### src/rtl/core/mk_pkg.sv
`timescale 1ns / 1ps

package mk_pkg;

  // Keyer phase
  typedef enum logic [1:0] {
    PH_IDLE  = 2'd0,
    PH_MARK  = 2'd1,
    PH_SPACE = 2'd2,
    PH_GAP   = 2'd3
  } mk_phase_t;

  // Item commands
  localparam logic CMD_TICK = 1'b0;
  localparam logic CMD_LOAD = 1'b1;

  // Register map
  localparam int unsigned    CFG_ADDR_W     = 3;
  localparam int unsigned    CFG_DATA_W     = 32;
  localparam logic           REG_UNIT_TICKS = 1'b0;
  localparam logic [15:0]    UNIT_TICKS_RST = 16'd100;

  // Unit counts
  localparam logic [2:0] DASH_UNITS = 3'd3;
  localparam logic [2:0] DOT_UNITS  = 3'd1;
  localparam logic [2:0] SPACE_UNITS = 3'd1;
  localparam logic [2:0] GAP_UNITS  = 3'd4;

  // Character ranges
  localparam logic [7:0] CHAR_NUL   = 8'h00;
  localparam logic [7:0] CHAR_SPACE = 8'h20;
  localparam logic [7:0] CHAR_A     = 8'h41;
  localparam logic [7:0] CHAR_Z     = 8'h5A;
  localparam logic [7:0] CHAR_SLASH = 8'h2F;
  localparam logic [7:0] CHAR_NINE  = 8'h39;

  // Pattern bytes: elements in [7:3], MSB first (1 = dash), count in [2:0]
  localparam logic [7:0] ALPHA_CODE [26] = '{
    8'h42, 8'h84, 8'hA4, 8'h83, 8'h01, 8'h24, 8'hC3, 8'h04, 8'h02, 8'h74,
    8'hA3, 8'h44, 8'hC2, 8'h82, 8'hE3, 8'h64, 8'hD4, 8'h43, 8'h03, 8'h81,
    8'h23, 8'h14, 8'h63, 8'h94, 8'hB4, 8'hC4
  };

  // '/' then '0' to '9'
  localparam logic [7:0] DIGIT_CODE [11] = '{
    8'h95, 8'hFD, 8'h7D, 8'h3D, 8'h1D, 8'h0D, 8'h05, 8'h85, 8'hC5, 8'hE5,
    8'hF5
  };

  typedef struct packed {
    logic [7:0] code;
    logic       known;
  } mk_lookup_t;

  typedef struct packed {
    logic key;
    logic busy;
    logic rejected;
    logic unknown_char;
  } mk_result_t;

endpackage

### src/rtl/core/mk_lookup.sv
`timescale 1ns / 1ps

module mk_lookup import mk_pkg::*; (
  input  logic [7:0] character,
  output mk_lookup_t lookup
);

  logic [7:0] alpha_off;
  logic [7:0] digit_off;

  assign alpha_off = character - CHAR_A;
  assign digit_off = character - CHAR_SLASH;

  always_comb begin
    lookup.code  = 8'h00;
    lookup.known = 1'b1;
    priority if (character == CHAR_NUL || character == CHAR_SPACE) begin
      lookup.code = 8'h00;
    end else if (character >= CHAR_A && character <= CHAR_Z) begin
      lookup.code = ALPHA_CODE[alpha_off[4:0]];
    end else if (character >= CHAR_SLASH && character <= CHAR_NINE) begin
      lookup.code = DIGIT_CODE[digit_off[3:0]];
    end else begin
      lookup.known = 1'b0;
    end
  end

endmodule

### src/rtl/core/mk_seq.sv
`timescale 1ns / 1ps

module mk_seq import mk_pkg::*; (
  input  logic        clk,
  input  logic        rst_n,
  input  logic        fire,
  input  logic        command,
  input  mk_lookup_t  lookup,
  input  logic [15:0] unit_ticks,
  output mk_result_t  result
);

  mk_phase_t   phase_r,   phase_nxt;
  logic [4:0]  pattern_r, pattern_nxt;
  logic [2:0]  elems_r,   elems_nxt;
  logic [2:0]  units_r,   units_nxt;
  logic [15:0] tick_r,    tick_nxt;

  logic [16:0] tick_inc;
  logic [2:0]  units_dec;
  logic [2:0]  elems_dec;
  logic [4:0]  pattern_shl;

  assign tick_inc    = {1'b0, tick_r} + 17'd1;
  assign units_dec   = units_r - 3'd1;
  assign elems_dec   = elems_r - 3'd1;
  assign pattern_shl = {pattern_r[3:0], 1'b0};

  // Next state
  always_comb begin
    phase_nxt   = phase_r;
    pattern_nxt = pattern_r;
    elems_nxt   = elems_r;
    units_nxt   = units_r;
    tick_nxt    = tick_r;
    if (fire) begin
      if (command == CMD_LOAD) begin
        if (phase_r == PH_IDLE) begin
          pattern_nxt = lookup.code[7:3];
          elems_nxt   = lookup.code[2:0];
          tick_nxt    = '0;
          if (lookup.code[2:0] != 3'd0) begin
            phase_nxt = PH_MARK;
            units_nxt = lookup.code[7] ? DASH_UNITS : DOT_UNITS;
          end else begin
            phase_nxt = PH_GAP;
            units_nxt = GAP_UNITS;
          end
        end
      end else if (phase_r != PH_IDLE) begin
        if (tick_inc < {1'b0, unit_ticks}) begin
          tick_nxt = tick_inc[15:0];
        end else begin
          tick_nxt  = '0;
          units_nxt = units_dec;
          if (units_dec == 3'd0) begin
            unique case (phase_r)
              PH_MARK: begin
                phase_nxt = PH_SPACE;
                units_nxt = SPACE_UNITS;
              end
              PH_SPACE: begin
                pattern_nxt = pattern_shl;
                elems_nxt   = elems_dec;
                if (elems_dec != 3'd0) begin
                  phase_nxt = PH_MARK;
                  units_nxt = pattern_r[3] ? DASH_UNITS : DOT_UNITS;
                end else begin
                  phase_nxt = PH_GAP;
                  units_nxt = GAP_UNITS;
                end
              end
              PH_GAP: begin
                phase_nxt = PH_IDLE;
              end
              default: begin
                phase_nxt = PH_IDLE;
              end
            endcase
          end
        end
      end
    end
  end

  // Result: key, busy from the state the item leaves behind
  always_comb begin
    result.key          = (phase_nxt == PH_MARK);
    result.busy         = (phase_nxt != PH_IDLE);
    result.rejected     = (command == CMD_LOAD) && (phase_r != PH_IDLE);
    result.unknown_char = (command == CMD_LOAD) && (phase_r == PH_IDLE) && !lookup.known;
  end

  always_ff @(posedge clk) begin
    if (!rst_n) begin
      phase_r   <= PH_IDLE;
      pattern_r <= '0;
      elems_r   <= '0;
      units_r   <= '0;
      tick_r    <= '0;
    end else begin
      phase_r   <= phase_nxt;
      pattern_r <= pattern_nxt;
      elems_r   <= elems_nxt;
      units_r   <= units_nxt;
      tick_r    <= tick_nxt;
    end
  end

endmodule

### src/rtl/core/morse_keyer_core.sv
`timescale 1ns / 1ps
// Path: an accepted input transaction is held in the input register, and its result in the result register.
// Throughput: one item per cycle while results are taken; the input register and the result register
//   are parted, so a new item is taken while a finished result waits.
// Reset: synchronous, active low; keyer idle, counters cleared, unit_ticks = 100,
//   no transaction held in either register.

module morse_keyer_core import mk_pkg::*; (
  input  logic                  clk,
  input  logic                  rst_n,
  // Input channel
  input  logic                  in_valid,
  output logic                  in_ready,
  input  logic                  in_command,
  input  logic [7:0]            in_character,
  // Result channel
  output logic                  out_valid,
  input  logic                  out_ready,
  output logic                  out_key,
  output logic                  out_busy_res,
  output logic                  out_rejected,
  output logic                  out_unknown_char,
  // Configuration port
  input  logic                  psel,
  input  logic                  penable,
  input  logic                  pwrite,
  input  logic [CFG_ADDR_W-1:0] paddr,
  input  logic [CFG_DATA_W-1:0] pwdata,
  output logic [CFG_DATA_W-1:0] prdata,
  output logic                  pready
);

  // Configuration register
  logic [15:0] unit_ticks_r;
  logic        cfg_wr;
  logic        reg_idx;

  // Input register
  logic        in_vld_r;
  logic        in_cmd_r;
  logic [7:0]  in_char_r;

  // Result register
  logic        out_vld_r;
  mk_result_t  out_res_r;

  logic        proc_fire;
  mk_lookup_t  lookup;
  mk_result_t  result;

  // ---------------------------------------------------------------------------
  // APB: no wait states; the register index is the word address
  // ---------------------------------------------------------------------------
  assign pready  = 1'b1;
  assign reg_idx = paddr[CFG_ADDR_W-1];
  assign cfg_wr  = psel && penable && pwrite && pready && (reg_idx == REG_UNIT_TICKS);

  always_comb begin
    prdata = '0;
    if (reg_idx == REG_UNIT_TICKS) begin
      prdata = {{(CFG_DATA_W-16){1'b0}}, unit_ticks_r};
    end
  end

  always_ff @(posedge clk) begin
    if (!rst_n) begin
      unit_ticks_r <= UNIT_TICKS_RST;
    end else if (cfg_wr) begin
      unit_ticks_r <= pwdata[15:0];
    end
  end

  // ---------------------------------------------------------------------------
  // Flow control: process the held item whenever the result register is free
  // or its transaction completes this cycle; refill the input register behind it.
  // ---------------------------------------------------------------------------
  assign proc_fire = in_vld_r && (!out_vld_r || out_ready);
  assign in_ready  = !in_vld_r || proc_fire;

  always_ff @(posedge clk) begin
    if (!rst_n) begin
      in_vld_r <= 1'b0;
    end else if (in_ready) begin
      in_vld_r <= in_valid;
    end
  end

  // Payload: hold while stalled, no reset needed
  always_ff @(posedge clk) begin
    if (in_valid && in_ready) begin
      in_cmd_r  <= in_command;
      in_char_r <= in_character;
    end
  end

  // ---------------------------------------------------------------------------
  // Character table and keying sequencer
  // ---------------------------------------------------------------------------
  mk_lookup u_lookup (
    .character (in_char_r),
    .lookup    (lookup)
  );

  mk_seq u_seq (
    .clk        (clk),
    .rst_n      (rst_n),
    .fire       (proc_fire),
    .command    (in_cmd_r),
    .lookup     (lookup),
    .unit_ticks (unit_ticks_r),
    .result     (result)
  );

  // ---------------------------------------------------------------------------
  // Result register: load on every processed item, drop valid once taken
  // ---------------------------------------------------------------------------
  always_ff @(posedge clk) begin
    if (!rst_n) begin
      out_vld_r <= 1'b0;
    end else if (proc_fire) begin
      out_vld_r <= 1'b1;
    end else if (out_ready) begin
      out_vld_r <= 1'b0;
    end
  end

  always_ff @(posedge clk) begin
    if (proc_fire) begin
      out_res_r <= result;
    end
  end

  assign out_valid        = out_vld_r;
  assign out_key          = out_res_r.key;
  assign out_busy_res     = out_res_r.busy;
  assign out_rejected     = out_res_r.rejected;
  assign out_unknown_char = out_res_r.unknown_char;

`ifndef NO_ASSERTIONS
  // A keyed output only ever comes while a character is in progress
  a_key_busy: assert property (@(posedge clk) disable iff (!rst_n)
    out_vld_r |-> (!out_res_r.key || out_res_r.busy))
    else $error("key asserted while keyer idle");

  // A dropped load never also reports an unknown character
  a_rej_unk: assert property (@(posedge clk) disable iff (!rst_n)
    out_vld_r |-> !(out_res_r.rejected && out_res_r.unknown_char))
    else $error("rejected and unknown_char both set");

  // Both registers full and result stalled: no further input transaction
  a_backpressure: assert property (@(posedge clk) disable iff (!rst_n)
    (in_vld_r && out_vld_r && !out_ready) |-> !in_ready)
    else $error("input taken with full pipeline");

  // A processed item always leaves a valid result behind
  a_fire_result: assert property (@(posedge clk) disable iff (!rst_n)
    proc_fire |=> out_vld_r)
    else $error("processed item lost its result");
`endif

endmodule
### config.mk
export PLATFORM = sky130hd
export DESIGN_NAME = morse_keyer_core
export DESIGN_NICKNAME = d
export VERILOG_FILES = /design/src/rtl/core/mk_pkg.sv /design/src/rtl/core/mk_lookup.sv /design/src/rtl/core/mk_seq.sv /design/src/rtl/core/morse_keyer_core.sv
export SDC_FILE = /design/constraint.sdc
export NUM_CORES = 1
export LEC_CHECK = 0
export BUFFER_PORTS_ARGS = -buffer_cell sky130_fd_sc_hd__buf_2
export CAP_MARGIN = 5
export CELL_PAD_IN_SITES_DETAIL_PLACEMENT = 0
export CELL_PAD_IN_SITES_GLOBAL_PLACEMENT = 1
export CORE_MARGIN = 8
export CORE_UTILIZATION = 37
export CTS_CLUSTER_DIAMETER = 120
export DETAILED_ROUTE_END_ITERATION = 8
export PLACE_DENSITY = 0.79
export SETUP_SLACK_MARGIN = 0.3
export SYNTH_ARGS = -nofsm -noshare
export SYNTH_HDL_FRONTEND = slang
export SYNTH_SLANG_ARGS = --single-unit
### constraint.sdc
create_clock -name clk -period 3.6 [get_ports clk]
set_input_delay 0.54 -clock clk [delete_from_list [all_inputs] [get_ports clk]]
set_output_delay 0.54 -clock clk [all_outputs]
set_load 0.01 [all_outputs]
==> metrics.cfg, run 1 <==
[run_status]
status=complete, no violations

[sta]
tightest_slew_ps=701
rsz0062_at_grt=yes
setup_tns_ps=0
finalCriticalPeriod_ps=3450
setup_violations=0
hold_slack_ps=383
drv_slew=0
fin_ws_ps=145
hold_violations=0
max-slew-margin-rel_pct=53.3
fmax_mhz=289
period_share_pct=96.0
clock_skew_ps=11.7

[pwr]
p_leak_nw=2.28
p_int_mw=1.35
seqPwrFrac_pct=38.4
power.share.clock_pct=46.5
p_comb_share_pct=15.1
swShare_pct=27.6
p_sw_mw=0.515
ir_worst_vdd_uv=309
pwr_density_cell_nw_per_um2=347
power_mw=1.87

[layout]
antenna_cells=0
fillers=1152
regArea_sq_um=1320
final_net_count=699
drive_above_1_share_pct=25.4
stdcell_area_sq_um=5390
post-route-util_pct=47.2
fin_cells=760
syn2layout_area_growth_pct=24.5
multi_input_area_sq_um=2930

[critical_path]
crit_type=register to register
timing.critical_path.max_delay_family=simple AND/OR/NAND/NOR gates
cp_data_required_time_ps=3680
path_buf_inv=1
crit_path_end_kind=register
cp.arrival_ps=3530
critPathMaxFanout=4
start_kind=register
crit_slowest_cell=or4_4
slowest_delay_ps=440
crit_chain=and3_4 > nand3_4 > nor3_4 > buf_4 > nand2_2 > xnor2_2 > ha_1 > nand4_1 > or4_4 > a31o_4 > and3_4 > o311a_4 > nor3_4 > o21ba_1

[cts]
clock-root-buffer=clkbuf_16
ctsHtreeMaxLevel=3
cts_tree=built
clk_pin_slew_worst_paths_ps=50
cts_buffers=9
cts_sinks=59
cts_buffer_depth=2
worstSkewPairLatency_ps=340

[logic_synthesis]
synth_most_common_cell=nand2_1
synth_area_leaders=dfxtp_1, ha_1, edfxtp_1
synth_edf_count=13
ys_types=69
ys_ff_latch=59
synthFlopType=dfxtp_1
synth-async-reset-ratio_pct=0
synth_area_sq_um=4330
yosys.area.top_type=dfxtp_1
synth_top_area_share_pct=21.3
avgSynthCellArea_sq_um=7.93
syn-instance-count=546
ys_seq_area_share_pct=30.3
synth_common_cells=nand2_1, nor2_1, dfxtp_1, a21oi_1, inv_1
yosys_warnings=0

[floorplanning]
ios=90
die_w_um=124
die_y_um=124
die-area_sq_um=15400
rows=39
start_util_pct=37.9
fp.coreArea_sq_um=11400

[placement]
place_area_sq_um=4730
port_buffers=54
place_congestion=0.826
dp_hpwl_mm=8.70
place_ws_ps=-16.7
place_inst=734

[global_routing]
grt_pass1_wl_mm=18.8
overflow=0
grt_antenna_before_repair=0
track_usage_pct=15.4
grt_pass1_vias=3897
grt_max_degree=32

[detailed_routing]
totalWireLength_mm=12.1
routedWlPerCell_um=15.9
drc=0
avgViaCountPerCell=5.36
ant_nets=0
drt_iter0_markers=200
vias=4071
dr.pass1.iters=5

[job]
drv_cap=0

[worst_hold_path]
hold_path.class=input port to register

-- logic make-up after synthesis --
logic type,Yosys count,synth area share [%]
compound gates,149,22.6
mux,3,0.723
other cells,2,0.174
flops,59,30.3
fa+ha+maj,36,10.4
xor+xnor,20,4.22
simple gates,194,22.0
buf+inv,83,9.51
-- state kept, by name (all words and copies together), names as in the netlist --
name              count
in_vld_r              1
in_char_r             8
out_rejected          1
unit_ticks_r         16
u_seq.units_r         3
in_cmd_r              1
out_unknown_char      1
u_seq.elems_r         3
out_key               1
u_seq.pattern_r       4
out_valid             1
u_seq.phase_r         2
u_seq.tick_r         16
out_busy_res          1
-- timing repair --
action                                  CTS  global route
endpoints found under the setup margin   30            30
cloned                                    1             0
hold buffers                              0             0
resized for setup                        23            34
setup buffers                             4             5
pin swaps                                18            14
-- worst reg2reg max path, cell delays in order, from the launching register on --
cell	delay (ps)
dfxtp_4	380
and3_4	200
nand3_4	90
nor3_4	190
buf_4	160
nand2_2	60
xnor2_2	170
ha_1	310
nand4_1	130
or4_4	440
a31o_4	240
and3_4	190
o311a_4	310
nor3_4	150
o21ba_1	170
-- path summary, 6_finish.rpt --
kind,from,end,slack (ps),depth (start not counted)
worst max-delay path,u_seq.tick_r[1]$_SDFFE_PN0P_,out_key$_DFFE_PP_,150,14
worst min-delay path,in_character[2],in_char_r[2]$_DFFE_PP_,380,1
worst max register to register,u_seq.tick_r[1]$_SDFFE_PN0P_,out_key$_DFFE_PP_,150,14
worst min register to register,unit_ticks_r[13]$_SDFFE_PN0P_,unit_ticks_r[13]$_SDFFE_PN0P_,450,2
-- cell type report --
| type | instances | area share, % |
|---|---|---|
| clock buffers | 12 | 5.16 |
| clock inverters | 4 | 0.534 |
| inverters | 38 | 2.65 |
| multi-input cells | 420 | 54.3 |
| flip-flops and latches | 59 | 24.6 |
| well taps | 143 | 3.32 |
| repair buffers | 84 | 9.48 |
-- power by group through the flow --
stage,combinational (mW),sequential [mW],clock (mW)
after detailed placement,0.261,0.731,0
after CTS,0.268,0.717,0.882
after global routing,0.312,0.719,0.914
after global placement,0.256,0.730,0
after floorplan,0.202,0.725,0
final,0.283,0.717,0.868
-- layer usage --
layer | track usage (%) | wire, um
met1 | 20.2 | 5520
met2 | 24.7 | 5880
met3 | 2.86 | 556
met4 | 5.50 | 127
met5 | 0 | 0
-- layout by cell type, fill, tap and decap left out, types with 13 or more instances in the layout --
cell type	synthesis	routed
buf_4	20	26
nor2_1	54	51
dfxtp_1	46	40
inv_1	38	38
nand2_1	55	53
edfxtp_1	13	13
a21oi_1	40	38
conb_1	2	17
ha_1	36	35
o21ai_0	32	30
nand3_1	21	14
buf_2	8	54
Power figures use the tool's default switching activity.
==> run 2: changes to the inputs <==
Settings changed: SETUP_SLACK_MARGIN 0.3 to 0.05.
==> run 2 against run 1 <==
  * Clock power fell by 9.8%
  * Non-clock buffer count rose by 3
  * Critical endpoint unchanged
  * Largest cell class unchanged
  * Count of clock-buffer cells in the layout fell by 2
  * Final cell count rose by 0.26%
  * Global-route usage rose by 0.20 points
  * Sequential power barely moved
  * Critical path type unchanged
==> metrics.cfg, run 2 (synthesis gave the netlist of run 1 again) <==
[pwr]
pwr_density_cell_nw_per_um2=343  ; -1.1%
ir_worst_vdd_uv=256  ; -17%
power_mw=1.77  ; -4.9%
p_leak_nw=2.21  ; -3.0%

[detailed_routing]
routedWlPerCell_um=15.5  ; -2.5%
dr.pass1.iters=5  ; unchanged
drc=0  ; unchanged
drt_iter0_markers=169  ; -16%
vias=4070  ; -0.025%
avgViaCountPerCell=5.34  ; -0.29%
totalWireLength_mm=11.8  ; -2.3%
ant_nets=0  ; unchanged

[sta]
drv_slew=0  ; unchanged
tightest_slew_ps=665  ; -35.8 ps
hold_violations=0  ; unchanged
setup_violations=0  ; unchanged
clock_skew_ps=5.98  ; -5.73 ps
rsz0062_at_grt=yes
fmax_mhz=281  ; -2.9%
finalCriticalPeriod_ps=3560  ; +104 ps
setup_tns_ps=0  ; unchanged
max-slew-margin-rel_pct=55.6  ; +2.4 points
period_share_pct=98.8  ; +2.9 points
hold_slack_ps=376  ; -6.77 ps

[critical_path]
critPathMaxFanout=4  ; unchanged
crit_type=register to register
start_kind=register
cp_data_required_time_ps=3690  ; about the same
reg2reg_to=out_key$_DFFE_PP_
cp.arrival_ps=3650  ; +120 ps
crit_path_end_kind=register
ff2ff_setup_slack_ps=40  ; -100 ps
reg2regPathDepth=14  ; unchanged
r2r_start=u_seq.tick_r[0]$_SDFFE_PN0P_

[run_status]
status=complete, no violations

[cts]
cts_hold_buf=0  ; unchanged
cts_buffers=9  ; unchanged
ctsHtreeMaxLevel=3  ; unchanged
cts_sinks=59  ; unchanged
cts_tree=built
worstSkewPairLatency_ps=340  ; about the same
clock-root-buffer=clkbuf_16
clk_pin_slew_worst_paths_ps=50  ; about the same
cts_buffer_depth=2  ; unchanged

[floorplanning]
die-area_sq_um=15400  ; unchanged
start_util_pct=37.9  ; unchanged
ios=90  ; unchanged
rows=39  ; unchanged
fp.coreArea_sq_um=11400  ; unchanged
die_w_um=124  ; unchanged
die_y_um=124  ; unchanged

[global_routing]
grt_antenna_before_repair=0  ; unchanged
track_usage_pct=15.6  ; +0.20 points
grt_pass1_vias=3950  ; +1.4%
grt_max_degree=32  ; unchanged
grt_pass1_wl_mm=19.3  ; +2.2%
overflow=0  ; unchanged

[placement]
place_inst=741  ; +0.95%
place_congestion=0.865  ; +4.7%
port_buffers=54  ; unchanged
dp_hpwl_mm=8.77  ; +0.84%

[layout]
fin_cells=762  ; +0.26%
final_cell_mix=nand2_1, buf_2, nor2_1
final_net_count=701  ; +0.29%
top_regs=u_seq.tick_r x16, unit_ticks_r x16, in_char_r x8
drive_above_1_share_pct=21.2  ; -4.3 points
syn2layout_area_growth_pct=19.6
post-route-util_pct=45.3  ; -1.8 points
antenna_cells=0  ; unchanged
layout.cells.most_common=nand2_1

[worst_hold_path]
hold_depth=1  ; unchanged
hold_path.class=input port to register
holdPathEnd=in_char_r[3]$_DFFE_PP_
hold_start=in_character[3]

[job]
drv_cap=0  ; unchanged

[run 2: layout make-up]
cell class / instances / area (sq um)
clock buffers: 10 / 229
clock inverters: 6 / 41.3
fillers: 1166 / 6240
inverters: 38 / 143
multi-input cells: 419 / 2750
flip-flops and latches: 59 / 1320
well taps: 143 / 179
repair buffers: 87 / 518
[run 2: timing repair]
action                                  4_1_cts  5_1_grt
pin swaps                                     5       11
setup buffers                                 2        3
gates resized for setup                       6       16
endpoints found under the hold margin         0        0
endpoints found under the setup margin        2       27
[run 2: worst max-delay path by stage]
stage | depth (start not counted) | endpoint | slack [ps] | startpoint
3_3_place_gp | 14 | out_key$_DFFE_PP_ | 60 | u_seq.tick_r[0]$_SDFFE_PN0P_
4_1_cts | 14 | out_key$_DFFE_PP_ | 60 | u_seq.tick_r[0]$_SDFFE_PN0P_
2_1_floorplan | 14 | out_key$_DFFE_PP_ | 190 | u_seq.tick_r[0]$_SDFFE_PN0P_
5_1_grt | 14 | out_key$_DFFE_PP_ | -80 | u_seq.tick_r[1]$_SDFFE_PN0P_
6_report | 14 | out_key$_DFFE_PP_ | 40 | u_seq.tick_r[0]$_SDFFE_PN0P_
3_5_place_dp | 14 | out_key$_DFFE_PP_ | -30 | u_seq.tick_r[0]$_SDFFE_PN0P_
[run 2: critical path, cell delays in order, from the launching register on]
cell,delay (ps)
dfxtp_4,370
ha_4,130
nand4_1,150
nor2_1,180
nand3_1,130
nor2_1,170
xnor2_1,120
ha_1,330
nand3_2,90
or4_4,490
a31o_1,240
and3_4,210
o311a_4,320
nor3_4,210
o21ba_4,180
[run 2: stage by stage]
stage	worst slack [ps]	instance area (sq um)
after global routing	-84.6	5180
final	41.7	5180
after CTS	61.2	5080
after floorplan	185	4380
after detailed placement	-30.0	4770
after global placement	59.8	4770
[run 2: where the power goes]
part | switching (mW) | leakage [nW] | internal [mW]
clock network | 0.318 | 0.133 | 0.465
registers | 0.0157 | 0.500 | 0.698
logic | 0.171 | 1.58 | 0.107
total | 0.505 | 2.21 | 1.27
[run 2: layer usage]
layer  vias to the layer above  global-route usage (%)  share of wire [%]
met5                         -                       0                  0
met4                         0                    5.13                1.1
met3                        11                    3.35                3.8
met2                        71                    25.3                 48
met1                      1955                    20.1                 47
li1                       2033                       -                  -
